`src/rtl/core/ddsm_pkg.sv`:
```
// Types, codes and constants shared by the differential drive mixer.
package ddsm_pkg;

    localparam int CFG_IDX_W = 3;
    typedef logic [CFG_IDX_W-1:0] cfg_idx_t;

    localparam cfg_idx_t CFG_TURN_DELTA    = 3'd0;
    localparam cfg_idx_t CFG_SPEED_DELTA   = 3'd1;
    localparam cfg_idx_t CFG_LEFT_LIMIT    = 3'd2;
    localparam cfg_idx_t CFG_RIGHT_LIMIT   = 3'd3;
    localparam cfg_idx_t CFG_SPEED_FLOOR   = 3'd4;
    localparam cfg_idx_t CFG_SPEED_CEILING = 3'd5;

    localparam logic [3:0] OP_FORWARD    = 4'd0;
    localparam logic [3:0] OP_REVERSE    = 4'd1;
    localparam logic [3:0] OP_STOP       = 4'd2;
    localparam logic [3:0] OP_TURN_LEFT  = 4'd3;
    localparam logic [3:0] OP_TURN_RIGHT = 4'd4;
    localparam logic [3:0] OP_SET_DIR    = 4'd5;
    localparam logic [3:0] OP_SPEED_UP   = 4'd6;
    localparam logic [3:0] OP_SLOW_DOWN  = 4'd7;
    localparam logic [3:0] OP_SET_SPEED  = 4'd8;
    localparam logic [3:0] OP_BUMP       = 4'd9;

    localparam logic signed [7:0] FULL_POS = 8'sd100;
    localparam logic signed [7:0] FULL_NEG = -8'sd100;

    // x/100 for x <= 10000 as (x * 5243) >> 19
    localparam logic [12:0] DIV100_MUL   = 13'd5243;
    localparam int          DIV100_SHIFT = 19;
    // floor(x*180/200) for x <= 200 as (x * 9 * 6554) >> 16
    localparam logic [15:0] ANGLE_MUL    = 16'd58986;
    localparam int          ANGLE_SHIFT  = 16;

    // Step sizes and already saturated limits.
    typedef struct packed {
        logic [6:0]        turn_delta;
        logic [6:0]        speed_delta;
        logic signed [7:0] dir_lo;
        logic signed [7:0] dir_hi;
        logic signed [7:0] spd_lo;
        logic signed [7:0] spd_hi;
    } limits_t;

    // Speed and heading snapshot handed to the mixer.
    typedef struct packed {
        logic signed [7:0] speed;
        logic signed [7:0] heading;
    } drive_t;

    function automatic logic signed [7:0] trunc_div100(input logic signed [15:0] p);
        logic [14:0] mag;
        logic [27:0] scaled;
        logic [7:0]  q;
        mag    = p[15] ? 15'(-p) : p[14:0];
        scaled = 28'(mag) * 28'(DIV100_MUL);
        q      = scaled[DIV100_SHIFT +: 8];
        return p[15] ? -q : q;
    endfunction

    function automatic logic [7:0] servo_angle(input logic [7:0] x);
        logic [23:0] scaled;
        scaled = 24'(x) * 24'(ANGLE_MUL);
        return scaled[ANGLE_SHIFT +: 8];
    endfunction

endpackage

```
`src/rtl/core/differential_drive_servo_mixer_unit.sv`:
```
// Top level of the differential drive servo mixer.
//
// s_ channel: one drive command per transaction,
//   tdata[3:0] opcode, [11:4] value, [19:12] bump_mask, [23:20] zero.
// m_ channel: one wheel result per transaction, tdata[7:0] left_angle,
//   [15:8] right_angle, [23:16] left_speed, [31:24] right_speed.
// cfg_ channel: writes the step and limit registers and never stalls;
//   write configuration only while no command is in flight.
// Throughput is one command per cycle while m_tready does not stall the output.
//   m_tvalid rises once the result has passed the command register, which loads
//   at the accepting edge, then the wheel products, divide by 100 and angle register.
// Commands that produce no result (bumped, bad direction, unused opcode)
//   drop before the mixer; only bumped ones still update speed and heading.
// Reset: aresetn clears speed, heading and bumper mask, empties the pipeline
//   and loads the register defaults (steps 10, limits -100/100).
// Backpressure: with m_tready low the result holds and each stage fills in
//   turn; s_tready drops only once all four stages hold results.
module differential_drive_servo_mixer_unit (
    input  logic                aclk,
    input  logic                aresetn,
    input  logic                s_tvalid,
    output logic                s_tready,
    input  logic [23:0]         s_tdata,   // opcode, value, bump_mask
    output logic                m_tvalid,
    input  logic                m_tready,
    output logic [31:0]         m_tdata,   // left_angle, right_angle, left_speed, right_speed
    input  logic                cfg_valid,
    output logic                cfg_ready,
    input  ddsm_pkg::cfg_idx_t  cfg_index,
    input  logic [7:0]          cfg_data
);
    import ddsm_pkg::*;

    logic [6:0]        turn_delta_reg;
    logic [6:0]        speed_delta_reg;
    logic signed [7:0] left_limit_reg;
    logic [6:0]        right_limit_reg;
    logic signed [7:0] speed_floor_reg;
    logic [6:0]        speed_ceiling_reg;

    limits_t limits;
    logic    cmd_valid, cmd_ready;
    drive_t  cmd_drive;
    logic [7:0] left_angle, right_angle, left_speed, right_speed;

    // Register writes take effect at once.
    assign cfg_ready = 1'b1;

    always_ff @(posedge aclk) begin
        if (!aresetn) begin
            turn_delta_reg    <= 7'd10;
            speed_delta_reg   <= 7'd10;
            left_limit_reg    <= -8'sd100;
            right_limit_reg   <= 7'd100;
            speed_floor_reg   <= -8'sd100;
            speed_ceiling_reg <= 7'd100;
        end else if (cfg_valid && cfg_ready) begin
            case (cfg_index)
                CFG_TURN_DELTA:    turn_delta_reg    <= cfg_data[6:0];
                CFG_SPEED_DELTA:   speed_delta_reg   <= cfg_data[6:0];
                CFG_LEFT_LIMIT:    left_limit_reg    <= cfg_data;
                CFG_RIGHT_LIMIT:   right_limit_reg   <= cfg_data[6:0];
                CFG_SPEED_FLOOR:   speed_floor_reg   <= cfg_data;
                CFG_SPEED_CEILING: speed_ceiling_reg <= cfg_data[6:0];
                default: begin
                end
            endcase
        end
    end

    // Saturate the limits so heading and speed stay in -100..100.
    always_comb begin
        limits.turn_delta  = turn_delta_reg;
        limits.speed_delta = speed_delta_reg;
        if (left_limit_reg > 8'sd0) begin
            limits.dir_lo = 8'sd0;
        end else if (left_limit_reg < FULL_NEG) begin
            limits.dir_lo = FULL_NEG;
        end else begin
            limits.dir_lo = left_limit_reg;
        end
        limits.dir_hi = (right_limit_reg > 7'd100) ? FULL_POS : {1'b0, right_limit_reg};
        if (speed_floor_reg > 8'sd0) begin
            limits.spd_lo = 8'sd0;
        end else if (speed_floor_reg < FULL_NEG) begin
            limits.spd_lo = FULL_NEG;
        end else begin
            limits.spd_lo = speed_floor_reg;
        end
        limits.spd_hi = (speed_ceiling_reg > 7'd100) ? FULL_POS : {1'b0, speed_ceiling_reg};
    end

    ddsm_cmd u_cmd (
        .aclk      (aclk),
        .aresetn   (aresetn),
        .limits    (limits),
        .in_valid  (s_tvalid),
        .in_ready  (s_tready),
        .opcode    (s_tdata[3:0]),
        .value     (s_tdata[11:4]),
        .bump_mask (s_tdata[19:12]),
        .out_valid (cmd_valid),
        .out_ready (cmd_ready),
        .out_drive (cmd_drive)
    );

    ddsm_mix u_mix (
        .aclk        (aclk),
        .aresetn     (aresetn),
        .in_valid    (cmd_valid),
        .in_ready    (cmd_ready),
        .in_drive    (cmd_drive),
        .out_valid   (m_tvalid),
        .out_ready   (m_tready),
        .left_angle  (left_angle),
        .right_angle (right_angle),
        .left_speed  (left_speed),
        .right_speed (right_speed)
    );

    assign m_tdata = {right_speed, left_speed, right_angle, left_angle};

endmodule

```
`src/rtl/core/ddsm_cmd.sv`:
```
// Command decode, drive state and the first pipeline register.
module ddsm_cmd (
    input  logic              aclk,
    input  logic              aresetn,
    input  ddsm_pkg::limits_t limits,
    input  logic              in_valid,
    output logic              in_ready,
    input  logic [3:0]        opcode,
    input  logic [7:0]        value,
    input  logic [7:0]        bump_mask,
    output logic              out_valid,
    input  logic              out_ready,
    output ddsm_pkg::drive_t  out_drive
);
    import ddsm_pkg::*;

    logic signed [7:0] speed_reg, speed_next;
    logic signed [7:0] heading_reg, heading_next;
    logic [7:0]        bumper_reg, bumper_next;
    logic              valid_reg;
    drive_t            drive_reg;

    logic              accept;
    logic              emit;
    logic              bump_out;
    logic signed [7:0] val;
    logic signed [9:0] hdg_dec, hdg_inc, spd_inc, spd_dec;

    assign in_ready = !valid_reg || out_ready;
    assign accept   = in_valid && in_ready;
    assign val      = value;

    assign hdg_dec = $signed({{2{heading_reg[7]}}, heading_reg})
                   - $signed({3'b000, limits.turn_delta});
    assign hdg_inc = $signed({{2{heading_reg[7]}}, heading_reg})
                   + $signed({3'b000, limits.turn_delta});
    assign spd_inc = $signed({{2{speed_reg[7]}}, speed_reg})
                   + $signed({3'b000, limits.speed_delta});
    assign spd_dec = $signed({{2{speed_reg[7]}}, speed_reg})
                   - $signed({3'b000, limits.speed_delta});

    always_comb begin
        speed_next   = speed_reg;
        heading_next = heading_reg;
        bumper_next  = bumper_reg;
        emit         = (bumper_reg == 8'd0);
        bump_out     = 1'b0;
        case (opcode)
            OP_FORWARD: begin
                speed_next   = FULL_POS;
                heading_next = 8'sd0;
            end
            OP_REVERSE: begin
                speed_next   = FULL_NEG;
                heading_next = 8'sd0;
            end
            OP_STOP: begin
                speed_next = 8'sd0;
            end
            OP_TURN_LEFT: begin
                heading_next = (hdg_dec < 10'(limits.dir_lo)) ? limits.dir_lo : hdg_dec[7:0];
            end
            OP_TURN_RIGHT: begin
                heading_next = (hdg_inc > 10'(limits.dir_hi)) ? limits.dir_hi : hdg_inc[7:0];
            end
            OP_SET_DIR: begin
                if (val < limits.dir_lo || val > limits.dir_hi) begin
                    emit = 1'b0;
                end else begin
                    heading_next = val;
                end
            end
            OP_SPEED_UP: begin
                speed_next = (spd_inc > 10'(limits.spd_hi)) ? limits.spd_hi : spd_inc[7:0];
            end
            OP_SLOW_DOWN: begin
                speed_next = (spd_dec < 10'(limits.spd_lo)) ? limits.spd_lo : spd_dec[7:0];
            end
            OP_SET_SPEED: begin
                if (val > FULL_POS) begin
                    speed_next = FULL_POS;
                end else if (val < FULL_NEG) begin
                    speed_next = FULL_NEG;
                end else begin
                    speed_next = val;
                end
            end
            OP_BUMP: begin
                bumper_next = bump_mask;
                emit        = 1'b1;
                bump_out    = (bump_mask != 8'd0);
            end
            default: begin
                emit = 1'b0;
            end
        endcase
    end

    always_ff @(posedge aclk) begin
        if (!aresetn) begin
            speed_reg   <= 8'sd0;
            heading_reg <= 8'sd0;
            bumper_reg  <= 8'd0;
            valid_reg   <= 1'b0;
        end else begin
            if (accept) begin
                speed_reg   <= speed_next;
                heading_reg <= heading_next;
                bumper_reg  <= bumper_next;
                valid_reg   <= emit;
            end else if (out_ready) begin
                valid_reg <= 1'b0;
            end
        end
    end

    // A zero speed mixes to 90/90 with both wheel speeds zero.
    always_ff @(posedge aclk) begin
        if (accept) begin
            drive_reg.speed   <= bump_out ? 8'sd0 : speed_next;
            drive_reg.heading <= heading_next;
        end
    end

    assign out_valid = valid_reg;
    assign out_drive = drive_reg;

endmodule

```
`src/rtl/core/ddsm_mix.sv`:
```
// Three stage wheel mixer: products, divide by 100, servo angles.
module ddsm_mix (
    input  logic             aclk,
    input  logic             aresetn,
    input  logic             in_valid,
    output logic             in_ready,
    input  ddsm_pkg::drive_t in_drive,
    output logic             out_valid,
    input  logic             out_ready,
    output logic [7:0]       left_angle,
    output logic [7:0]       right_angle,
    output logic [7:0]       left_speed,
    output logic [7:0]       right_speed
);
    import ddsm_pkg::*;

    logic              prod_valid_reg, quot_valid_reg, out_valid_reg;
    logic signed [15:0] lprod_reg, rprod_reg;
    logic signed [7:0]  ls_reg, rs_reg;
    logic [7:0]         la_out_reg, ra_out_reg, ls_out_reg, rs_out_reg;

    logic              rdy_quot, rdy_out;
    logic signed [7:0] spd_in, hdg_in;
    logic signed [8:0] twice, lrel, rrel;
    logic signed [15:0] lprod, rprod;

    assign rdy_out  = !out_valid_reg || out_ready;
    assign rdy_quot = !quot_valid_reg || rdy_out;
    assign in_ready = !prod_valid_reg || rdy_quot;

    assign spd_in = in_drive.speed;
    assign hdg_in = in_drive.heading;
    assign twice  = {hdg_in, 1'b0};
    assign lrel   = hdg_in[7] ? 9'sd100 + twice : 9'sd100;
    assign rrel   = hdg_in[7] ? 9'sd100 : 9'sd100 - twice;
    assign lprod  = 16'(spd_in) * 16'(lrel);
    assign rprod  = 16'(spd_in) * 16'(rrel);

    always_ff @(posedge aclk) begin
        if (!aresetn) begin
            prod_valid_reg <= 1'b0;
            quot_valid_reg <= 1'b0;
            out_valid_reg  <= 1'b0;
        end else begin
            if (in_ready) begin
                prod_valid_reg <= in_valid;
            end
            if (rdy_quot) begin
                quot_valid_reg <= prod_valid_reg;
            end
            if (rdy_out) begin
                out_valid_reg <= quot_valid_reg;
            end
        end
    end

    always_ff @(posedge aclk) begin
        if (in_ready) begin
            lprod_reg <= lprod;
            rprod_reg <= rprod;
        end
        if (rdy_quot) begin
            ls_reg <= trunc_div100(lprod_reg);
            rs_reg <= trunc_div100(rprod_reg);
        end
        if (rdy_out) begin
            la_out_reg <= servo_angle(8'd100 - ls_reg);
            ra_out_reg <= servo_angle(rs_reg + 8'd100);
            ls_out_reg <= ls_reg;
            rs_out_reg <= rs_reg;
        end
    end

    assign out_valid   = out_valid_reg;
    assign left_angle  = la_out_reg;
    assign right_angle = ra_out_reg;
    assign left_speed  = ls_out_reg;
    assign right_speed = rs_out_reg;

endmodule

```
`config.mk`:
```
export PLATFORM = sky130hd
export DESIGN_NAME = differential_drive_servo_mixer_unit
export DESIGN_NICKNAME = d
export VERILOG_FILES = /design/src/rtl/core/ddsm_pkg.sv /design/src/rtl/core/differential_drive_servo_mixer_unit.sv /design/src/rtl/core/ddsm_cmd.sv /design/src/rtl/core/ddsm_mix.sv
export SDC_FILE = /design/constraint.sdc
export NUM_CORES = 1
export LEC_CHECK = 0
export ABC_AREA = 0
export BUFFER_PORTS_ARGS = -buffer_cell sky130_fd_sc_hd__buf_4
export CAP_MARGIN = 20
export CORE_ASPECT_RATIO = 1.1
export CORE_UTILIZATION = 30
export DETAILED_ROUTE_END_ITERATION = 12
export PLACE_DENSITY = 0.46
export SYNTH_ARGS = -nofsm -noshare
export SYNTH_HDL_FRONTEND = slang
export SYNTH_SLANG_ARGS = --single-unit
```
`constraint.sdc`:
```
create_clock -name aclk -period 9.4 [get_ports aclk]
set_input_delay 1.88 -clock aclk [delete_from_list [all_inputs] [get_ports aclk]]
set_output_delay 1.88 -clock aclk [all_outputs]
set_load 0.02 [all_outputs]
```
-- Yosys cells after proc, flatten, opt, wreduce, memory -nomap -nowiden
Index checks and enable logic that the tools add are counted.
- flip-flop bits (word level): 168
- bits in latches: 0
- memory bits (writable): 0
- ROM bits: 0
- input bits: 40
- output and inout bits: 35
- word-level logic and storage cells: 119
- memories: 0
- add/subtract/negate cells: 12
- multiply operators: 6
- divide/modulo/power cells: 0
- magnitude comparators: 14
- eq/ne operators: 14
- shift operators: 0
- muxes and demuxes: 26
- bitwise logic cells: 0
- reductions and logical operators: 24
- operators by type and width (operator ; count):
    8-bit two-way mux ; 13
    15-bit by 13-bit multiplier with 27-bit output (second input constant) ; 2
    8-bit one-hot mux with 6 select lines ; 1
    8-bit by 15-bit multiplier with 23-bit output (second input constant) ; 2
    8-bit by 9-bit multiplier with 16-bit output ; 2
    8-bit one-hot mux with 4 select lines ; 1
    15-bit two-way mux ; 2
    15-bit negation ; 2
    8-bit less-than comparator (second input constant) ; 3
    10-bit by 8-bit > comparator with 1-bit output ; 2
    8-bit by 8-bit adder with 9-bit output ; 2
    9-bit by 8-bit less-than comparator with 1-bit output ; 2
    9-bit two-way mux ; 2
    8-bit by 8-bit subtractor with 9-bit output ; 2
    4-bit by 3-bit == test with 1-bit output (second input constant) ; 4
    8-bit by 1-bit > comparator with 1-bit output (second input constant) ; 2
    8-bit negation ; 2
    7-bit > comparator (second input constant) ; 2
    7-bit two-way mux ; 2
    2-bit AND reduction ; 7
    8-bit by 9-bit adder with 9-bit output (first input constant) ; 1
    8-bit by 9-bit subtractor with 9-bit output (first input constant) ; 1
    8-bit by 7-bit adder with 8-bit output (second input constant) ; 1
    4-bit by 2-bit == test with 1-bit output (second input constant) ; 2
    21 further kinds ; 34

-- Logic depth before layout (Yosys ltp)
- word-level depth: 8
- gate-level depth with buffers: 28
- gate-level depth less buffers: 28

-- Cells and area by module
A second synthesis with hierarchy kept.
- cell total of the unflattened synthesis: 2757
- area, all modules: 25728.4 um2
- by module, submodules not included (module ; instances ; cells an instance ; area each (um2) ; sequential area each (um2)):
    ddsm_mix ; 1 ; 1911 ; 18499.0 ; 2402.3
    ddsm_cmd ; 1 ; 617 ; 5071.1 ; 980.9
    differential_drive_servo_mixer_unit ; 1 ; 229 ; 2158.3 ; 880.8

-- Least setup slack after synthesis
OpenSTA, ideal clock, no wires.
- path type: register to register
- start: register u_mix.rprod_reg[5]
- end: register u_mix.rs_reg[7], data pin
- library setup time: 0.260 ns
- arrival time: 6.620 ns
- data required time: 9.140 ns
- path slack: 2.520 ns
- cell stages (with the launch flop): 26
- buffers on the path: 0
- period minus slack after synthesis: 6.880 ns
- path through: edfxtp_1 > or4_4 > or2_4 > o21ai_0 > nand2_1 > xor2_1 > xor2_1 > ha_1 > ha_1 > inv_1 > fa_1 > inv_1 > fa_1 > inv_1 > fa_1 > inv_1 > ha_1 > a21o_1 > a21o_1 > a221oi_1 > o221a_2 > o21ai_0 > a31oi_1 > xor2_1 > a31oi_1 > xnor2_1
- word-level cells in the longest chain between the ends: 5
- ends and longest elaborated chain (item ; RTL line ; RTL):
    start, declared ; ddsm_mix.sv:18 ; logic signed [15:0] lprod_reg, rprod_reg;
    start signal, assigned ; ddsm_mix.sv:60 ; rprod_reg <= rprod;
    15-bit negation ; ddsm_pkg.sv:55 ; mag = p[15] ? 15'(-p) : p[14:0];
    15-bit two-way mux * ; ddsm_pkg.sv:55 ;
    15-bit by 13-bit multiplier with 27-bit output * ; ddsm_pkg.sv:56 ; scaled = 28'(mag) * 28'(DIV100_MUL);
    8-bit negation ; ddsm_pkg.sv:58 ; return p[15] ? -q : q;
    8-bit two-way mux * ; ddsm_pkg.sv:58 ;
    end signal, assigned ; ddsm_mix.sv:64 ; rs_reg <= trunc_div100(rprod_reg);
    end, declared ; ddsm_mix.sv:19 ; logic signed [7:0] ls_reg, rs_reg;
Every way passes the cells marked *; elsewhere a longest branch is shown, timed or not.
A chain may end at the register's enable or synchronous reset.

-- Worst setup path in the final report
- start: register u_mix.lprod_reg[1]
- end: register u_mix.ls_reg[7], data pin
- word-level cells in the longest chain between the ends: 5
- ends and longest elaborated chain (item ; RTL line ; RTL):
    start, declared ; ddsm_mix.sv:18 ;
    start signal, assigned ; ddsm_mix.sv:59 ; lprod_reg <= lprod;
    15-bit negation ; ddsm_pkg.sv:55 ;
    15-bit two-way mux * ; ddsm_pkg.sv:55 ;
    15-bit by 13-bit multiplier with 27-bit output * ; ddsm_pkg.sv:56 ;
    8-bit negation ; ddsm_pkg.sv:58 ;
    8-bit two-way mux * ; ddsm_pkg.sv:58 ;
    end signal, assigned ; ddsm_mix.sv:63 ; ls_reg <= trunc_div100(lprod_reg);
    end, declared ; ddsm_mix.sv:19 ;
Marks and branches as above.

==> impl_results.rst <==
.. list-table::
   :header-rows: 1

   * - Metric
     - Value
   * - Status
     - complete, no violations
   * - Syn nets
     - 3443
   * - Average routed wire per standard cell
     - 15.2 µm
   * - Final count of pins violating max slew
     - 0
   * - Summed instance area of the synthesized netlist
     - 25000 µm²
   * - Die Area
     - ~85000 µm²
   * - Placement Rows
     - 110
   * - Number of iterations in the first detailed-routing pass
     - 6
   * - Top cells by instance count after synthesis
     - inv_1, ha_1, fa_1
   * - Flops & latches, synth
     - 166
   * - Clk pin slew, worst setup/hold paths
     - 0.07 ns
   * - Sink Count
     - 166
   * - Number of setup buffers added after CTS
     - 0
   * - Share of synthesized flip-flops with an asynchronous set or reset
     - 0%
   * - Hold Vio Cnt, Final
     - 0
   * - Starting DRT DRC Count
     - 657
   * - Worst setup skew after layout
     - 0.0161 ns
   * - TritonCTS clock tree
     - done
   * - Delay of the slowest critical-path stage
     - just over 0.6 ns
   * - Post-layout minimum cycle time
     - 7.76 ns
   * - Normalized max-slew margin
     - approximately a third
   * - Number of synthesized flops with an enable pin
     - 94
   * - Via count of the first global-routing pass
     - around 19000
   * - Initial antenna violation count
     - 0
   * - Post-synthesis cell type with the largest combined area
     - ha_1
   * - CP max-delay cell
     - xor2_1
   * - Critical Setup Path Class
     - reg -> reg
   * - RSZ-0062 raised after global routing
     - false
   * - Top area cells in the synthesized netlist
     - ha_1, fa_1, edfxtp_1, inv_1, dfxtp_1
   * - HPWL after DPL
     - 48700 µm
   * - Area inside the core boundary
     - 82200 µm²
   * - Capturing element type of the critical path
     - flip-flop
   * - Area delta synth->final
     - 9.28%
   * - Syn Inst Count
     - 2701
   * - Global-route wire length before repair
     - 96500 µm
   * - Layout filler cell count
     - 8420
   * - Maximum achievable frequency
     - 0.129 GHz
   * - Setup TNS
     - 0 ns
   * - Fraction of layout instances using a drive strength above 1
     - 5.84%
   * - Total number of H-tree levels
     - 4
   * - Total routed wirelength
     - 58100 µm
   * - Post_cts resized
     - 0
   * - Post-layout net count
     - 3485
   * - Critical Path Source
     - u_mix.lprod_reg[1]$_DFFE_PP_
   * - Count of endpoints failing setup in the final report
     - 0
   * - Via density per instance
     - 4.73
   * - Number of max-cap violations
     - 0
   * - Number of buffers inserted for hold repair after clock tree synthesis
     - 0
   * - Startpoint of the worst-slack reg-to-reg timing path
     - u_mix.lprod_reg[1]$_DFFE_PP_
   * - Syn. warnings
     - 0
   * - Gr ovfl total
     - 0
   * - Flip-flop count of the largest register after layout
     - 16
   * - Hold_ws
     - roughly 0.48 ns
   * - Largest net degree at the start of global routing
     - 74
   * - Sequential area share after synthesis
     - 17.0%
   * - Post-route DRC violation count
     - 0
   * - Via count
     - around 18000
   * - Die outline height
     - approximately 300 µm
   * - Number of buffers created by CTS
     - 17
   * - Dominant register cell in the synthesized netlist
     - edfxtp_1
   * - Reg-to-reg critical path endpoint
     - u_mix.ls_reg[7]$_DFFE_PP_
   * - Slew at the pin closest to its max-slew limit
     - 1.01 ns
   * - Crit Path Max Fanout
     - 7
   * - FF-to-FF setup slack
     - 1.64 ns
   * - Critical Path Source Type
     - flip-flop
   * - Routability congestion estimate
     - 0.831
   * - Antenna viol nets, final
     - 0
   * - Start point of the worst min-delay path
     - u_mix.prod_valid_reg$_SDFFE_PN0P_
   * - Number of library cell types mapped by synthesis
     - 86
   * - Diode insertion count for antenna repair
     - 0
   * - Mean instance size in the synthesized netlist
     - roughly 9 µm²
   * - CTS Buffer Depth
     - 2
   * - Cell occurring most often along the worst timing path
     - inv_1
   * - I/O Pins
     - 75
   * - Leading cell type by number of instances after synthesis
     - inv_1
   * - Data required time of the worst path
     - 9.64 ns
   * - Portion of synthesized cell area occupied by the leading cell type
     - 21.9%
   * - Die width
     - ~280 µm
   * - Initial core utilization
     - 30.5%
   * - Number of cells on the worst reg-to-reg path
     - 28
   * - Clock root buffer
     - clkbuf_16
   * - Arrival time at the worst endpoint
     - 8.01 ns
   * - Global Route Usage Sum
     - 14.2%
   * - Min-delay worst type
     - reg -> reg
   * - Clock latency at the later pin of the worst-skew pair
     - 0.50 ns
   * - Final worst-path cycle share
     - 82.6%
   * - Buffers on Ports
     - 69
   * - End point of the critical path
     - u_mix.ls_reg[7]$_DFFE_PP_
-- area by class of cell --
class | count | area, µm² | share of cell area, %
Inverter | 510 | 1910 | 7.00
Tap cell | 1064 | 1330 | 4.87
Timing Repair Buffer | 78 | 586 | 2.14
Sequential cell | 166 | 4260 | 15.6
Clock buffer | 17 | 425 | 1.55
Multi-Input combinational cell | 1970 | 18700 | 68.2
Clock inverter | 15 | 193 | 0.704
-- layout by cell type, fill, tap and decap left out, types with 6 or more instances in the layout --
master,synthesis,layout
nand2b_1,30,30
and3_1,34,34
or2_2,19,19
clkbuf_16,0,17
o221a_2,8,8
xnor2_1,112,112
a31oi_1,21,21
a211oi_1,6,6
o21ai_0,101,101
or3_1,9,9
nor2b_1,44,44
inv_1,510,510
ha_1,439,439
nor4_1,8,8
fa_1,263,263
mux2i_1,29,29
xor2_1,66,66
a21oi_1,89,89
a21o_1,32,32
o211ai_1,15,15
dfxtp_1,72,72
edfxtp_1,94,94
a21boi_0,31,31
o31ai_1,6,6
nor3_1,28,28
nand3_1,43,43
nand4_1,10,10
nor2_1,115,115
buf_4,1,78
and2_1,63,63
o21a_1,16,16
o21bai_1,15,15
a221oi_1,6,6
nand2_1,218,218
-- logic make-up after synthesis --
logic type	synth area share (%)
simple gates	12.8
fa+ha+maj	43.0
flops	17.0
buf+inv	8.48
other cells	0.0150
compound gates	10.9
mux	1.29
xor+xnor	6.51
-- through the flow --
step | worst slack, ns | instances | utilization, % | area (µm²)
after floorplan | 2.52 | 2701 | - | 25000
after global placement | 1.57 | 3786 | 32.5 | 26700
after detailed placement | 1.55 | 3786 | 32.5 | 26700
after CTS | 1.52 | 3818 | 33.3 | 27300
after global routing | 0.993 | 3820 | 33.3 | 27400
final | 1.64 | 3820 | 33.3 | 27400
-- layer usage --
metal  up-vias  track usage [%]  share of wire (%)
met5         -                0                  0
met4         0             3.91                1.6
met3        54             2.14                2.8
met2       259             25.0                 50
met1      8747             17.9                 45
li1       8997                -                  -
-- worst min-delay path by stage --
stage	end	depth (start not counted)
2_1_floorplan	u_mix.right_speed[7]$_DFFE_PP_	0
3_3_place_gp	u_mix.quot_valid_reg$_SDFFE_PN0P_	2
3_5_place_dp	u_mix.quot_valid_reg$_SDFFE_PN0P_	2
4_1_cts	u_mix.quot_valid_reg$_SDFFE_PN0P_	2
5_1_grt	u_mix.right_speed[7]$_DFFE_PP_	0
6_report	u_mix.quot_valid_reg$_SDFFE_PN0P_	2
-- worst max-delay path: cells and delay by family, from the launching register on --
kind	cells	cell delay (ns)
buffers and inverters	6	0.65
xor gates and xnor gates	2	0.79
adders and majority gates	7	2.63
AOI/OAI and AO/OA	8	2.02
and+or+nand+nor	5	0.88
DFF	1	0.54
Power is left out: the tool's default activity adds up to more than one toggle a clock period on the data nets, which glitch-free logic cannot reach.
